## config.mk

```make
export PLATFORM = sky130hd
export DESIGN_NAME = bblur_ctrl
export DESIGN_NICKNAME = d
export VERILOG_FILES = /design/src/hw/rtl/bblur_pkg.sv /design/src/hw/rtl/bblur_ctrl.sv
export SDC_FILE = /design/constraint.sdc
export NUM_CORES = 1
export LEC_CHECK = 0
export ABC_AREA = 0
export BUFFER_PORTS_ARGS = -buffer_cell sky130_fd_sc_hd__buf_2
export CELL_PAD_IN_SITES_DETAIL_PLACEMENT = 1
export CELL_PAD_IN_SITES_GLOBAL_PLACEMENT = 1
export CORE_AREA = 2 2 39 41
export CTS_BUF_LIST = sky130_fd_sc_hd__clkbuf_8
export DETAILED_ROUTE_END_ITERATION = 8
export DIE_AREA = 0 0 41 43
export PLACE_DENSITY = 0.39
export SETUP_SLACK_MARGIN = 0.1
export SLEW_MARGIN = 20
export SYNTH_ARGS = -nofsm -noshare
export SYNTH_HDL_FRONTEND = slang
export SYNTH_SLANG_ARGS = --single-unit
```

## constraint.sdc

```tcl
create_clock -name i_clk -period 2.1 [get_ports i_clk]
set_clock_uncertainty 0.2 [all_clocks]
set_input_delay 0.105 -clock i_clk [delete_from_list [all_inputs] [get_ports i_clk]]
set_output_delay 0.105 -clock i_clk [all_outputs]
set_load 0.02 [all_outputs]
```

## src/hw/rtl/bblur_pkg.sv

```systemverilog
package bblur_pkg;

    localparam int MAX_WIDTH   = 4096;
    localparam int MAX_HEIGHT  = 4096;

    localparam int PIX_W       = 8;
    localparam int CFG_W       = 13;
    localparam int CMP_W       = CFG_W + 1;
    localparam int COL_W       = $clog2(MAX_WIDTH);
    localparam int IN_ROW_W    = $clog2(MAX_HEIGHT + 2);
    localparam int OUT_ROW_W   = $clog2(MAX_HEIGHT);
    localparam int LINE_W      = 2 * PIX_W;
    localparam int SUM_W       = $clog2(9 * ((1 << PIX_W) - 1) + 1);
    localparam int CNT_W       = 4;
    localparam int RECIP_SHIFT = 16;
    localparam int RECIP_W     = RECIP_SHIFT + 1;
    localparam int PROD_W      = SUM_W + RECIP_W;

    localparam int APB_AW      = 3;
    localparam int APB_DW      = 32;
    localparam int REG_SEL_BIT = 2;

    // register index codes
    localparam logic REG_WIDTH  = 1'b0;
    localparam logic REG_HEIGHT = 1'b1;

    // ceil(2^16 / d): exact truncating divide for sums below 2^SUM_W
    localparam logic [RECIP_W-1:0] RECIP_1 = RECIP_W'(1 << RECIP_SHIFT);
    localparam logic [RECIP_W-1:0] RECIP_2 = RECIP_W'((1 << RECIP_SHIFT) / 2);
    localparam logic [RECIP_W-1:0] RECIP_3 = RECIP_W'(((1 << RECIP_SHIFT) + 2) / 3);
    localparam logic [RECIP_W-1:0] RECIP_4 = RECIP_W'((1 << RECIP_SHIFT) / 4);
    localparam logic [RECIP_W-1:0] RECIP_6 = RECIP_W'(((1 << RECIP_SHIFT) + 5) / 6);
    localparam logic [RECIP_W-1:0] RECIP_9 = RECIP_W'(((1 << RECIP_SHIFT) + 8) / 9);

    typedef struct packed {
        logic [CFG_W-1:0] width;
        logic [CFG_W-1:0] height;
        logic             restart;
    } t_cfg;

    typedef struct packed {
        logic capture;
        logic step;
        logic out_load;
    } t_cmd;

    typedef struct packed {
        logic noop;
        logic emit;
    } t_status;

    function automatic logic [CFG_W-1:0] clamp_dim(input logic [CFG_W-1:0] v,
                                                   input logic [CFG_W-1:0] max_v);
        logic [CFG_W-1:0] r;
        r = v;
        if (v == '0) begin
            r = CFG_W'(1);
        end else if (v > max_v) begin
            r = max_v;
        end
        return r;
    endfunction

    function automatic logic [RECIP_W-1:0] recip_of(input logic [CNT_W-1:0] cnt);
        logic [RECIP_W-1:0] m;
        unique case (cnt)
            CNT_W'(2): m = RECIP_2;
            CNT_W'(3): m = RECIP_3;
            CNT_W'(4): m = RECIP_4;
            CNT_W'(6): m = RECIP_6;
            CNT_W'(9): m = RECIP_9;
            default:   m = RECIP_1;
        endcase
        return m;
    endfunction

endpackage

```

## src/hw/rtl/bblur_ctrl.sv

```systemverilog
module bblur_ctrl (
    input  logic                i_clk,
    input  logic                i_rst_n,
    input  logic                i_in_valid,
    output logic                o_in_ready,
    output logic                o_out_valid,
    input  logic                i_out_ready,
    input  bblur_pkg::t_status  i_st,
    output bblur_pkg::t_cmd     o_cmd
);

    typedef enum logic [2:0] {
        S_IDLE = 3'b001,
        S_LOAD = 3'b010,
        S_MUL  = 3'b100
    } t_state;

    t_state r_state, n_state;
    logic   r_out_valid, n_out_valid;
    logic   accept;
    logic   out_free;

    assign o_in_ready = (r_state == S_IDLE);
    assign accept     = i_in_valid && o_in_ready;
    assign out_free   = !r_out_valid || i_out_ready;

    // a drain inside the frame is taken and dropped
    assign o_cmd.capture  = accept && !i_st.noop;
    assign o_cmd.step     = (r_state == S_LOAD);
    assign o_cmd.out_load = (r_state == S_MUL) && out_free;

    always_comb begin
        n_state = r_state;
        unique case (r_state)
            S_IDLE: begin
                if (o_cmd.capture) begin
                    n_state = S_LOAD;
                end
            end
            S_LOAD: begin
                n_state = i_st.emit ? S_MUL : S_IDLE;
            end
            S_MUL: begin
                if (out_free) begin
                    n_state = S_IDLE;
                end
            end
            default: begin
                n_state = S_IDLE;
            end
        endcase
    end

    always_comb begin
        n_out_valid = r_out_valid;
        if (o_cmd.out_load) begin
            n_out_valid = 1'b1;
        end else if (i_out_ready) begin
            n_out_valid = 1'b0;
        end
    end

    always_ff @(posedge i_clk) begin
        if (!i_rst_n) begin
            r_state     <= S_IDLE;
            r_out_valid <= 1'b0;
        end else begin
            r_state     <= n_state;
            r_out_valid <= n_out_valid;
        end
    end

    assign o_out_valid = r_out_valid;

`ifndef ASSERT_OFF
    a_no_overwrite: assert property (@(posedge i_clk) disable iff (!i_rst_n)
        o_cmd.out_load |-> (!r_out_valid || i_out_ready))
        else $error("result register loaded while holding an untaken result");

    a_out_from_mul: assert property (@(posedge i_clk) disable iff (!i_rst_n)
        $rose(r_out_valid) |-> $past(r_state == S_MUL))
        else $error("result appeared without a multiply step");
`endif

endmodule

```

==> results.txt <==
- Max Clock Freq: 0.6760 GHz
- The number of antenna diodes in the final layout is 0.
- The clock period could shrink to 1.479 ns.
* Proportion of layout cells with a drive suffix above 1: 0.4839
- Net Count, Synth: 24
* Launch instance of the worst register-to-register path: r_state[0]
- Area of placed instances: 249.0 um2
* Final Instance Count excl. Fillers: 47
- Crit-path max cell delay: 0.38 ns
* Pre-antenna DRT Iters: 3
- No sink is reached through more buffers than the 2 on the longest clock path.
- In this run the remaining antenna-violating nets after routing total 0.
- Total length of routed met2 wires: 195 um
* Number of CTS-inserted buffers: 3
- Startpoint-to-endpoint class of the critical path: flop to output pin
* Number of sinks driven by the clock tree: 4
* Unrepaired setup endpoints after global routing: no
- For this run, design rule violations remaining after detail routing come to 0.
- Total of endpoints with negative setup slack in the final report: 0
- Primary FF master, synth: dfxtp_1
* Number of flops mapped to enable cells by yosys: 0
* Summed negative setup slack over all endpoints: 0 ns
- Setup WS post-layout: 0.6207 ns
- The first global-routing pass estimated 634 um of wire.
* Cell type group with the largest total delay on the critical path: simple AND/OR/NAND/NOR gates
- Effective utilization at floorplan: 0.1347
- Crit path buf inv count: 1
- CTS clk-pin slew, worst paths: 0.03 ns
* Terminating pin of the worst hold path: o_out_valid
- From bottom edge to top edge, the die measures 43 um.
- Number of placed cells counting well taps: 43
* Most common library cells after synthesis: 4 x dfxtp_1, 2 x and2_1, 2 x nor2b_1, 2 x nor3b_1
* Worst Path Max Fanout: 5
- TritonCTS built the clock tree.
- Detail-routed net length per standard cell: 9.106 um
- During placement, the flow inserted port buffers numbering 10.
* Pre-CTS setup slack: 0.8186 ns
- Along the worst hold path, the cell count comes to 3.
* Most frequent cell after synthesis: dfxtp_1
* Critical-path cell list: nor3b_1 -> nor2b_1 -> buf_2
* Global-route congestion overflow total: 0
* Die X-Extent: 41 um
* Filler Cell Count: 173
* Share of synthesized area occupied by flip-flops and latches: 0.4295
* Cell at the root of the clock tree: clkbuf_8
- Routed vias: 175
- Post-Route M1 WL: 196 um
- Critical path data required time: 1.79 ns
- The path class of the tightest hold or removal check is input port to flop.
- For this run, asynchronously set or reset flops after synthesis account for 0.
- DRT iter0 DRCs: 2
- The net count of the finished layout is 39.
- Fraction of the cycle the final worst path needs: 0.7044
- Synthesis inferred 4 register bits.
- At the later pin of the worst-skew pair, clock insertion delay measures 0.22 ns.
* Post-synthesis average cell area: 10.36 um2
- Among all stages on the critical path, the largest delay is contributed by dfxtp_1.
* Peak supply drop: 0.2801 mV
* PostCTS Resize Cnt: 0
- Overall fraction of global-route tracks in use: 0.05723
- After layout, the design draws a total of 0.2594 mW.
* Count of pins on the block boundary: 11
* Largest cells by area after synthesis: dfxtp_1 43%, nor3b_1 8.1%, and2_1 6.7%, nor2b_1 6.7%, nor3b_2 6.7%
- The netlist uses 12 different library cells.
- Rows: 14
- Of the post-synthesis cell area, the dominant cell type holds 0.4295.
- Wire length reported by the detailed router: 428 um
- In this run the register-to-register setup slack is 0.94 ns.
- Largest net degree at the start of global routing: 6
* Final number of hold-violating endpoints: 0
- Kind of start point of the critical path: flop
* Weighted congestion reported at the end of routability-driven placement: 0.6648
* Worst slew margin: 0.8431
- Worst-case hold slack: 0.03955 ns
- The endpoint identified for the worst register-to-register timing path is r_state[0].
* Number of levels in the clock H-tree: 1
- Biggest area consumer among synthesized cells: dfxtp_1
- In the routed layout, each cell is associated on average with a via count of 3.723.
- Floorplan Core Area: 0.001384 mm2
* Post-route design area: 300.3 um2
* Metal3 WL: 37 um
- The via count of the first global-routing pass is 176.
- Number of warning messages in the yosys log: 0
- PwrDens: 863.9 mW/mm2
- Static leakage power: 0.1326 nW
- At the pin with the least slew margin, the transition time is 0.2348 ns.
- The cell area that synthesis handed to floorplanning was 186.4 um2.
- Nature of the critical path endpoint: output pin
* Die Area: 0.001763 mm2
- Data arrival at the endpoint of the critical path: 1.17 ns
* Max layer used: met3
* Start point of the worst hold path: i_out_ready
- Antenna violations before repair: 0
- Once layout is complete, the utilization of the core stands at 0.2170.
- Reported max-cap violation count: 0
- In the synthesized netlist, the number of instances is 18.
- For the worst flop-to-flop path, the logic depth is 3.
- Area growth from synthesis to final layout: 61.07%
- Total count of max-transition violations in the final report: 0
- Outcome: finished clean
==> sequential cells by signal, summed over array words and instances, names as in the netlist <==
register	count
o_out_valid	1
r_state	3
==> layer usage <==
| metal | track usage | vias up |
|---|---|---|
| li1 | - | 89 |
| met1 | 0.05466 | 80 |
| met2 | 0.07500 | 6 |
| met3 | 0.03665 | 0 |
| met4 | 0.06000 | 0 |
| met5 | 0 | - |
==> cells by family after synthesis <==
kind of cell,count (synthesis),synth area share
AO/OA/AOI/OAI,3,0.09392
AND/OR/NAND/NOR,10,0.4362
buffers and inverters,1,0.04028
flip-flops,4,0.4295
==> cell usage in the layout, fill, tap and decap left out, drive strengths merged <==
master,count
buf,10
nor2b,2
o21ai,1
nand3b,1
o21a,1
clkbuf,3
and3b,1
nor3b,3
and2,2
dfxtp,4
a21oi,1
nand4bb,1
dlygate4sd3,1
==> final cells by class <==
type	count	area (um2)	area share
multi-input cells	13	98.84	0.3292
repair buffers	11	60.06	0.2000
flip-flops and latches	4	80.08	0.2667
clock buffers	3	41.29	0.1375
well taps	16	20.02	0.06667
==> worst register-to-register path: stages, from the launching register on <==
cell and delay [ns]:
dfxtp_1 0.35, nor3b_2 0.20, and3b_2 0.22, o21ai_0 0.08
==> worst max-delay path by stage <==
stage	startpoint	to	slack [ns]	depth (start not counted)
after global routing	r_state[2]	o_cmd[0]	0.51	3
after CTS	r_state[2]	o_cmd[0]	0.59	3
after global placement	r_state[2]	o_cmd[0]	0.81	3
after detailed placement	r_state[2]	o_cmd[0]	0.82	3
after floorplan	r_state[0]	r_state[0]	0.65	3
final	r_state[2]	o_cmd[0]	0.62	3
==> what timing repair did <==
| item | CTS | global route |
|---|---|---|
| hold buffers | 1 | 0 |
| endpoints found under the hold margin | 4 | 0 |
| setup buffers | 0 | 0 |
==> where the power goes <==
part	total [mW]	internal [mW]	switching, mW
Combinational	0.0184	0.0100	0.00838
Sequential	0.0802	0.0783	0.00189
Clock	0.161	0.122	0.0387
Total	0.259	0.210	0.0490
(Power assumes the default switching activity.)
