### src/hw/rtl/bblur_pkg.sv
package bblur_pkg;

    localparam int MAX_WIDTH   = 4096;
    localparam int MAX_HEIGHT  = 4096;

    localparam int PIX_W       = 8;
    localparam int CFG_W       = 13;
    localparam int CMP_W       = CFG_W + 1;
    localparam int COL_W       = $clog2(MAX_WIDTH);
    localparam int IN_ROW_W    = $clog2(MAX_HEIGHT + 2);
    localparam int OUT_ROW_W   = $clog2(MAX_HEIGHT);
    localparam int LINE_W      = 2 * PIX_W;
    localparam int SUM_W       = $clog2(9 * ((1 << PIX_W) - 1) + 1);
    localparam int CNT_W       = 4;
    localparam int RECIP_SHIFT = 16;
    localparam int RECIP_W     = RECIP_SHIFT + 1;
    localparam int PROD_W      = SUM_W + RECIP_W;

    localparam int APB_AW      = 3;
    localparam int APB_DW      = 32;
    localparam int REG_SEL_BIT = 2;

    // register index codes
    localparam logic REG_WIDTH  = 1'b0;
    localparam logic REG_HEIGHT = 1'b1;

    // ceil(2^16 / d): exact truncating divide for sums below 2^SUM_W
    localparam logic [RECIP_W-1:0] RECIP_1 = RECIP_W'(1 << RECIP_SHIFT);
    localparam logic [RECIP_W-1:0] RECIP_2 = RECIP_W'((1 << RECIP_SHIFT) / 2);
    localparam logic [RECIP_W-1:0] RECIP_3 = RECIP_W'(((1 << RECIP_SHIFT) + 2) / 3);
    localparam logic [RECIP_W-1:0] RECIP_4 = RECIP_W'((1 << RECIP_SHIFT) / 4);
    localparam logic [RECIP_W-1:0] RECIP_6 = RECIP_W'(((1 << RECIP_SHIFT) + 5) / 6);
    localparam logic [RECIP_W-1:0] RECIP_9 = RECIP_W'(((1 << RECIP_SHIFT) + 8) / 9);

    typedef struct packed {
        logic [CFG_W-1:0] width;
        logic [CFG_W-1:0] height;
        logic             restart;
    } t_cfg;

    typedef struct packed {
        logic capture;
        logic step;
        logic out_load;
    } t_cmd;

    typedef struct packed {
        logic noop;
        logic emit;
    } t_status;

    function automatic logic [CFG_W-1:0] clamp_dim(input logic [CFG_W-1:0] v,
                                                   input logic [CFG_W-1:0] max_v);
        logic [CFG_W-1:0] r;
        r = v;
        if (v == '0) begin
            r = CFG_W'(1);
        end else if (v > max_v) begin
            r = max_v;
        end
        return r;
    endfunction

    function automatic logic [RECIP_W-1:0] recip_of(input logic [CNT_W-1:0] cnt);
        logic [RECIP_W-1:0] m;
        unique case (cnt)
            CNT_W'(2): m = RECIP_2;
            CNT_W'(3): m = RECIP_3;
            CNT_W'(4): m = RECIP_4;
            CNT_W'(6): m = RECIP_6;
            CNT_W'(9): m = RECIP_9;
            default:   m = RECIP_1;
        endcase
        return m;
    endfunction

endpackage

### src/hw/rtl/bblur_cfg.sv
module bblur_cfg (
    input  logic                            i_clk,
    input  logic                            i_rst_n,
    input  logic                            psel,
    input  logic                            penable,
    input  logic                            pwrite,
    input  logic [bblur_pkg::APB_AW-1:0]    paddr,
    input  logic [bblur_pkg::APB_DW-1:0]    pwdata,
    output logic [bblur_pkg::APB_DW-1:0]    prdata,
    output bblur_pkg::t_cfg                 o_cfg
);

    logic [bblur_pkg::CFG_W-1:0] r_width, n_width;
    logic [bblur_pkg::CFG_W-1:0] r_height, n_height;
    logic                        wr_en;
    logic [bblur_pkg::CFG_W-1:0] wr_val;

    assign wr_en  = psel && penable && pwrite;
    assign wr_val = pwdata[bblur_pkg::CFG_W-1:0];

    always_comb begin
        n_width  = r_width;
        n_height = r_height;
        if (wr_en) begin
            unique case (paddr[bblur_pkg::REG_SEL_BIT])
                bblur_pkg::REG_WIDTH: begin
                    n_width = bblur_pkg::clamp_dim(wr_val,
                                                   bblur_pkg::CFG_W'(bblur_pkg::MAX_WIDTH));
                end
                bblur_pkg::REG_HEIGHT: begin
                    n_height = bblur_pkg::clamp_dim(wr_val,
                                                    bblur_pkg::CFG_W'(bblur_pkg::MAX_HEIGHT));
                end
                default: begin
                    n_width = r_width;
                end
            endcase
        end
    end

    always_ff @(posedge i_clk) begin
        if (!i_rst_n) begin
            r_width  <= bblur_pkg::CFG_W'(bblur_pkg::MAX_WIDTH);
            r_height <= bblur_pkg::CFG_W'(bblur_pkg::MAX_HEIGHT);
        end else begin
            r_width  <= n_width;
            r_height <= n_height;
        end
    end

    always_comb begin
        unique case (paddr[bblur_pkg::REG_SEL_BIT])
            bblur_pkg::REG_HEIGHT: prdata = bblur_pkg::APB_DW'(r_height);
            default:               prdata = bblur_pkg::APB_DW'(r_width);
        endcase
    end

    // any size write restarts the frame
    assign o_cfg.width   = r_width;
    assign o_cfg.height  = r_height;
    assign o_cfg.restart = wr_en;

endmodule

### config.mk
export PLATFORM = sky130hd
export DESIGN_NAME = bblur_cfg
export DESIGN_NICKNAME = d
export VERILOG_FILES = /design/src/hw/rtl/bblur_pkg.sv /design/src/hw/rtl/bblur_cfg.sv
export SDC_FILE = /design/constraint.sdc
export NUM_CORES = 1
export LEC_CHECK = 0
export ABC_AREA = 1
export BUFFER_PORTS_ARGS = -buffer_cell sky130_fd_sc_hd__buf_2
export CAP_MARGIN = 25
export CORE_UTILIZATION = 32
export CTS_CLUSTER_SIZE = 30
export DETAILED_ROUTE_END_ITERATION = 16
export GPL_TIMING_DRIVEN = 0
export PLACE_DENSITY = 0.7
export SLEW_MARGIN = 25
export SYNTH_ARGS = -nofsm -noshare
export SYNTH_HDL_FRONTEND = slang
export SYNTH_SLANG_ARGS = --single-unit
### constraint.sdc
create_clock -name i_clk -period 2.7 [get_ports i_clk]
set_clock_uncertainty 0.15 [all_clocks]
set_input_delay 0.135 -clock i_clk [delete_from_list [all_inputs] [get_ports i_clk]]
set_output_delay 0.135 -clock i_clk [all_outputs]
set_load 0.01 [all_outputs]
==> results of run 1 <==
## timing repair
action                     4_1_cts  5_1_grt
hold endpoints to repair        22        0
hold buffers                    12        0
setup endpoints to repair        0        0
## power groups by stage
| stage | Clock (mW) | Combinational, mW | Sequential [mW] |
|---|---|---|---|
| floorplan | 0 | 0.0872 | 0.420 |
| finish | 0.323 | 0.163 | 0.406 |
| global placement | 0 | 0.148 | 0.415 |
| global route | 0.337 | 0.180 | 0.408 |
| CTS | 0.329 | 0.163 | 0.406 |
| detailed placement | 0 | 0.149 | 0.415 |
## per-layer routing
metal	track usage, %	vias up	wire length, um
li1	-	752	-
met1	21.8	624	1750
met2	29.5	57	1670
met3	2.76	6	235
met4	5.05	0	53
met5	0	-	0
## cells in the final DEF (no fill, tap or decap), types with 2 or more instances in the layout
cell type,Yosys,final
nand2_1,51,51
buf_2,3,61
nand2_2,11,11
o21ai_0,17,17
dlygate4sd3_1,0,12
nor2_1,9,9
o21ai_1,9,9
conb_1,1,19
buf_4,21,21
nand3_1,2,2
clkbuf_8,0,3
dfxtp_1,26,26
clkbuf_1,4,4
a21oi_1,24,24
inv_1,2,2
## worst max-delay path by stage
stage | start | endpoint | slack (ns) | cells after the start
2_1_floorplan | pwdata[8] | r_width[10] | 1.65 | 8
3_3_place_gp | paddr[2] | prdata[11] | 1.21 | 6
3_5_place_dp | paddr[2] | prdata[10] | 1.21 | 6
4_1_cts | pwdata[8] | r_height[10] | 1.12 | 10
5_1_grt | pwdata[6] | r_height[8] | 0.93 | 10
6_report | pwdata[6] | r_height[10] | 1.13 | 10
## kinds of logic (layout without fill, tap and decap cells)
group	count (synthesis)	after routing
AO/OA/AOI/OAI	50	50
AND/OR/NAND/NOR	77	77
flip-flops	26	26
other	1	19
buffers and inverters	32	106
## critical path: stages
cell	delay (ns)
dlygate4sd3_1	0.53
buf_2	0.13
nor2_1	0.16
nand2_1	0.07
nor2_1	0.10
nand2_1	0.06
nand2_2	0.08
buf_6	0.17
nand2_2	0.07
a21oi_1	0.12
## state kept, by name, summed over array words and instances, names as in the netlist
register / count
r_height: 13
r_width: 13
## through the flow
stage | hold slack [ns] | instance area [um^2] | worst slack (ns)
3_3_place_gp | 0.269 | 1740 | 1.21
4_1_cts | 0.0171 | 1930 | 1.12
3_5_place_dp | 0.271 | 1740 | 1.21
5_1_grt | 0.0276 | 1930 | 0.926
2_1_floorplan | 0.111 | 1390 | 1.65
6_report | 0.0280 | 1930 | 1.13
## layout make-up
| cell class | instances | area [um^2] |
|---|---|---|
| fill | 435 | 2040 |
| sequential | 26 | 520 |
| buffer | 29 | 199 |
| clock buffer | 3 | 41.3 |
| multi-input combinational | 146 | 659 |
| inverter | 3 | 11.3 |
| clock inverter | 1 | 30.0 |
| timing repair buffer | 70 | 410 |
| tap | 50 | 62.6 |
==> results.toml, run 1 <==
[yosys]
yosysTopAreaCell = "dfxtp_1"
syn-instance-count = 186
synth_xor_area_share_pct = 0
ys_types = 19
mapped_area_um2 = 1320
synth_enable_flop_cells = 0
netlist_top_cells_count = "nand2_1 (51), dfxtp_1 (26), a21oi_1 (24)"
synth-seq-cells = 26
seq_area_frac_synth_pct = 39.4
main_combinational_cell_family_by_area_after_synthesis = "simple AND/OR/NAND/NOR gates"
synthesis.area_per_instance_um2 = 7.11
synth_largest_type_area_fraction_pct = 39.4
yosys_warnings = 0
synth-compound-area-share_pct = 18.9
cell_types_occupying_the_most_area_after_synthesis = "dfxtp_1 (39%), nand2_1 (14%), buf_4 (12%), a21oi_1 (9.1%), o21ai_0 (6.4%)"
yosysMostFrequentCell = "nand2_1"
synth_adder_area_share_pct = 0
synth.mux.area_fraction_pct = 0
asyncSetResetFlopFracSynth_pct = 0
synthSimpleGateAreaFrac_pct = 25.5
synth_ff_type = "dfxtp_1"

[routing]
detail-route-antenna-nets = 0
vias = 1439
route.detailed.vias_per_inst = 4.39
detail_route.first_pass.iterations = 10
drt_iter0_drc = 50
wire_per_inst_um = 11.3
drc_errors = 2
wl_um = 3710

[global_route]
grt_pass1_wl_um = 5730
antenna_found_initial = 0
first_global_vias = 1221
overflow = 0
pin_count_of_the_biggest_net_entering_global_routing = 16
track_usage_pct = 17.2

[pwr]
power.combinational.fraction_pct = 18.3
power_report.internal_total_mw = 0.669
switching_power_mw = 0.223
power.switching_fraction_pct = 25.0
p_leak_nw = 1.05
pwr_cell_area_nw_per_um2 = 461
pwr-share-clk_pct = 36.2
fin_total_pwr_mw = 0.892
ir_worst_vdd_uv = 337
power_frac_seq_pct = 45.5

[clocking]
cts_htree_levels = 1
ctsLongestPathBuffers = 2
tritoncts = "built"
cts-buffers-inserted = 3
worstSkewPairLatency_ns = 0.27
cts_root_buffer = "clkbuf_8"
count_of_cells_resized_by_post_cts_repair = 0
cts_post_setup_buffers_inserted = 0
cts_num_sinks = 26
cts.clk_slew.worst_paths_ns = 0.10

[setup_path]
criticalPathCategory = "input pin to flip-flop"
regToRegEndpoint = "r_width[10]"
crit_path_required_time_ns = 2.75
r2r.worst_path.cells = 2
worst_ep_arrival_time_ns = 1.62
rr_startpoint = "r_width[10]"
crit_path_end_kind = "flip-flop"
crit_path_max_fanout = 10
worst_setup_path_start_kind = "input pin"
r2r_setup_slack_ns = 1.86

[hold_path]
worstHoldEndpoint = "r_height[7]"
hold-path-cell-count = 3
hold_path_class = "input pin to flip-flop"
worstHoldStart = "i_rst_n"

[floorplanning]
fp.dieH_um = 66.3
full_die_area_um2 = 4390
standard_cell_row_count = 23
die_w_um = 66.3
floorplan.initialDensity_pct = 33.3
coreArea_um2 = 3970
floorplan.io_pins = 99

[cells_and_area]
finish.cell_count_without_fillers = 328
utilization_pct = 48.7
share_of_layout_cells_above_drive_strength_1_pct = 36.7
syn_to_final_growth_pct = 46.3
nNetsFinal = 319
antenna_cells_inserted = 0

[sta]
finalSetupTns_ns = 0
report.final.setup_viol = 0
min_period_over_period_pct = 58.2
maxClockFrequency_mhz = 636
rsz0062_at_grt = "no"
timing.slew.headroom_pct = 60.1
timing.final.crit_period_ns = 1.57
hold_viol = 0
final-max-slew-violation-count = 0
worst_slew_pin_slew_ns = 0.598

[place]
placement.io_buffers = 58
gp_routability_congestion = 0.803
detailedPlacementHpwl_um = 2700
placed_cells = 312

[outcome]
run_status = "finished with violations"
violations = "DRC"

[flow_run]
cap_viol_max_count = 0
(Power assumes the default switching activity.)
==> run 2: changes to the inputs <==
Clock period 2.7 ns to 1.46 ns, I/O delays scaled along.
==> results.toml, run 2 (same netlist as run 1, synthesis figures left out) <==
[cells_and_area]
final_cell_mix = "buf_2 (61), nand2_1 (51), dfxtp_1 (26)"
layout_commonest_cell = "buf_2"
post-route-cell-area_um2 = 1950
nNetsFinal = 319
finish.cell_count_without_fillers = 328
share_of_layout_cells_above_drive_strength_1_pct = 37.1
syn_to_final_growth_pct = 47.3
antenna_cells_inserted = 0
layout.filler_cells = 439
reg_top3 = "r_height: 13 flops, r_width: 13 flops"
utilization_pct = 49.1

[global_route]
grt_pass1_wl_um = 5830
globalRouteMet1Util_pct = 21.6
groute.layer.met2.usage_pct = 29.2
global_route_met3_utilization_pct = 4.14
overflow = 0
antenna_found_initial = 0
track_usage_pct = 17.5
globalRoute.busiestLayer = "met2"
first_global_vias = 1253
pin_count_of_the_biggest_net_entering_global_routing = 16

[sta]
finalSetupTns_ns = 0
rsz0062_at_grt = "no"
timing.slew.headroom_pct = 61.5
worst_slew_pin_slew_ns = 0.578
final-max-slew-violation-count = 0
report.final.setup_viol = 0
maxClockFrequency_mhz = 746
min_period_over_period_pct = 91.8
hold_viol = 0
timing.final.crit_period_ns = 1.34

[pwr]
pwr_cell_area_nw_per_um2 = 851
p_leak_nw = 1.06
ir_worst_vdd_uv = 526

[hold_path]
hold_path_class = "input pin to flip-flop"
worstHoldStart = "pwdata[0]"
hold-path-cell-count = 5

[routing]
detail_route.first_pass.iterations = 4
drt_iter0_drc = 59
vias = 1452
wire_per_inst_um = 11.3
route.detailed.vias_per_inst = 4.43
drc_errors = 0
detail-route-antenna-nets = 0
wl_um = 3700

[setup_path]
criticalPathCategory = "input pin to flip-flop"
r2r.worst_path.cells = 2
crit_chain = "dlygate4sd3_1 -> buf_2 -> clkbuf_2 -> o21ai_0 -> a21oi_1"
slowest_cp_cell = "dlygate4sd3_1"
cp-endpoint = "r_width[10]"
regToRegEndpoint = "r_width[10]"
cpPeakStageDelay_ns = 0.52
rr_startpoint = "r_width[10]"
r2r_setup_slack_ns = 0.61
crit_path_max_fanout = 17
crit_path_end_kind = "flip-flop"
worst_ep_arrival_time_ns = 1.40
worst_setup_path_start_kind = "input pin"
crit_path_required_time_ns = 1.52
timing.critical_path.from = "i_rst_n"

[clocking]
cts_htree_levels = 1
cts-buffers-inserted = 3
ctsLongestPathBuffers = 2
cts_num_sinks = 26
tritoncts = "built"
worstSkewPairLatency_ns = 0.27
cts_root_buffer = "clkbuf_8"
cts.clk_slew.worst_paths_ns = 0.09

[floorplanning]
die_w_um = 66.3
standard_cell_row_count = 23
floorplan.initialDensity_pct = 33.3
fp.dieH_um = 66.3
floorplan.io_pins = 99
coreArea_um2 = 3970
full_die_area_um2 = 4390

[flow_run]
cap_viol_max_count = 0

[outcome]
run_status = "finished, final reports clean"

[place]
placed_cells = 312
detailedPlacementHpwl_um = 2700
dpl-instance-area_um2 = 1740
gp_routability_congestion = 0.803
placement.io_buffers = 58
==> run 2: changes by cell type in the layout (fill, tap and decap cells not counted), sizes merged <==
cell	delta
clkbuf	-2
dlygate4sd3	+2
==> run 2: worst max-delay path, delay by kind of cell <==
| kind | cells | cell delay [ns] |
|---|---|---|
| compound gates | 2 | 0.26 |
| buf+inv | 3 | 1.06 |
==> run 2: repair_timing <==
item | 4_1_cts | 5_1_grt
endpoints found under the setup margin | 0 | 11
endpoints found under the hold margin | 24 | 0
gates resized for setup | 0 | 2
hold buffers | 14 | 0
buffers inserted | 0 | 0
==> run 2: power breakdown <==
group	internal, mW	switching (mW)
logic	0.140	0.164
registers	0.734	0.0173
clock network	0.367	0.236
==> run 2: through the flow <==
| stage | hold WS (ns) | setup WS [ns] | power (mW) |
|---|---|---|---|
| 2_1_floorplan | 0.0492 | 0.476 | 0.938 |
| 3_3_place_gp | 0.207 | 0.0890 | 1.04 |
| 3_5_place_dp | 0.209 | 0.0928 | 1.04 |
| 4_1_cts | 0.0222 | 0.0356 | 1.66 |
| 5_1_grt | 0.0415 | 0.0424 | 1.72 |
| 6_report | 0.0238 | 0.120 | 1.66 |
==> run 2: final cells by class <==
class                   count  area (um^2)  share of cell area, %
plain buffers              27          193                   9.89
clock buffers               3         41.3                   2.12
clock inverters             1         30.0                   1.54
inverters                   3         11.3                  0.578
multi-input cells         146          659                   33.8
flip-flops and latches     26          520                   26.7
well taps                  50         62.6                   3.21
repair buffers             72          430                   22.1
==> run 2: how the worst min path moves through the flow <==
stage | endpoint | slack [ns]
finish | r_height[0] | 0.02
global route | r_height[0] | 0.04
CTS | r_height[0] | 0.02
detailed placement | r_height[5] | 0.21
global placement | r_width[3] | 0.21
floorplan | r_height[12] | 0.05
==> run 2: per-layer routing <==
layer	routed length (um)	vias to the layer above
li1	-	753
met1	1710	631
met2	1670	58
met4	77	0
met5	0	-
met3	245	10
==> run 3: changes to the inputs <==
Settings changed: CORE_ASPECT_RATIO from default to 0.8.
==> results.toml, run 3 (same netlist as run 1, synthesis figures left out) <==
[sta]
final-max-slew-violation-count = 0
worst_slew_pin_slew_ns = 0.551
report.final.setup_viol = 0
hold_viol = 0
maxClockFrequency_mhz = 748
min_period_over_period_pct = 91.5
timing.final.crit_period_ns = 1.34
rsz0062_at_grt = "no"
finalSetupTns_ns = 0
timing.slew.headroom_pct = 63.3

[pwr]
p_leak_nw = 1.05
pwr_cell_area_nw_per_um2 = 754
ir_worst_vdd_uv = 504
fin_total_pwr_mw = 1.45

[cells_and_area]
layout.filler_cells = 401
antenna_cells_inserted = 0
syn_to_final_growth_pct = 45.4
nNetsFinal = 320
layout_commonest_cell = "buf_2"
reg_top3 = "r_height: 13 flops, r_width: 13 flops"
share_of_layout_cells_above_drive_strength_1_pct = 37.1
final_cell_mix = "buf_2 (61), nand2_1 (51), dfxtp_1 (26)"

[hold_path]
hold_path_class = "input pin to flip-flop"

[routing]
vias = 1437
wire_per_inst_um = 11.4
route.detailed.vias_per_inst = 4.32
detail_route.first_pass.iterations = 4
drt_iter0_drc = 90
wl_um = 3790
detail-route-antenna-nets = 0
drc_errors = 0

[flow_run]
cap_viol_max_count = 0

[floorplanning]
floorplan.initialDensity_pct = 34.1
fp.dieH_um = 59.5
full_die_area_um2 = 4400
die_w_um = 73.9
floorplan.io_pins = 99
coreArea_um2 = 3880
standard_cell_row_count = 20

[setup_path]
crit_path_end_kind = "output port"
crit_path_required_time_ns = 1.24
criticalPathCategory = "input pin to output port"
crit_chain = "buf_2 -> inv_2 -> clkbuf_1 -> nand2_1 -> nand2_1 -> buf_2"
critical_path.top_delay_family = "buffers and inverters"
crit_path_max_fanout = 10
worst_ep_arrival_time_ns = 1.11
cpPeakStageDelay_ns = 0.45
worst_setup_path_start_kind = "input pin"
slowest_cp_cell = "clkbuf_1"
critical_path.n_buffers_inverters = 4

[place]
gp_routability_congestion = 0.738
placement.io_buffers = 58
detailedPlacementHpwl_um = 2820

[global_route]
pin_count_of_the_biggest_net_entering_global_routing = 14
track_usage_pct = 17.9
overflow = 0
antenna_found_initial = 0
grt_pass1_wl_um = 6010
first_global_vias = 1296

[clocking]
ctsLongestPathBuffers = 2
cts-buffers-inserted = 3
cts_root_buffer = "clkbuf_8"
cts_post_setup_buffers_inserted = 0
tritoncts = "built"
cts.clk_slew.worst_paths_ns = 0.08
worstSkewPairLatency_ns = 0.26
cts_num_sinks = 26
cts_htree_levels = 1

[outcome]
run_status = "finished, final reports clean"
run 3: path summary, 6_finish.rpt:
| check | slack, ns | startpoint | depth (start not counted) | to |
|---|---|---|---|---|
| hold / removal | 0.02 | pwdata[0] | 5 | r_height[0] |
| setup reg to reg | 0.62 | r_height[7] | 2 | r_height[7] |
| setup / recovery | 0.12 | paddr[2] | 6 | prdata[5] |
| hold reg to reg | 0.37 | r_height[12] | 2 | r_height[12] |
run 3: final cells by class:
type                       count  area, um^2  area share, %
tap                           55        68.8           3.58
timing repair buffer          71         420           21.9
sequential                    26         520           27.1
inverter                       3        11.3          0.586
buffer                        29         201           10.5
clock buffer                   3        41.3           2.15
multi-input combinational    146         659           34.3
run 3: repair_timing:
action | CTS | global route
setup endpoints to repair | 0 | 4
gates resized for setup | 0 | 4
hold buffers | 13 | 0
hold endpoints to repair | 24 | 0
run 3: worst register-to-register path, stage by stage, from the launching register on:
cell	delay [ns]
dfxtp_1	0.32
o21ai_0	0.20
a21oi_1	0.06
run 3: through the flow:
stage                     hold WS (ns)  std cells  worst slack (ns)  utilization [%]  instance area, um^2
after global routing            0.0648        333            0.0353             49.6                 1920
final                           0.0227        333             0.124             49.6                 1920
after floorplan                 0.0492        204             0.476                -                 1390
after CTS                       0.0245        333            0.0652             49.5                 1920
after global placement           0.203        317             0.156             45.1                 1750
after detailed placement         0.205        317             0.133             45.1                 1750
run 3: power breakdown:
part / total (mW) / switching (mW) / internal (mW)
Clock: 0.394 / 0.210 / 0.184
Sequential: 0.752 / 0.0184 / 0.733
Combinational: 0.305 / 0.165 / 0.140
Total: 1.45 / 0.393 / 1.06
run 3: routing by layer:
metal,track usage (%),vias up,wire (um)
met2,29.5,55,1820
met5,0,-,0
met3,4.42,2,241
met1,24.5,631,1720
li1,-,749,-
met4,2.20,0,8
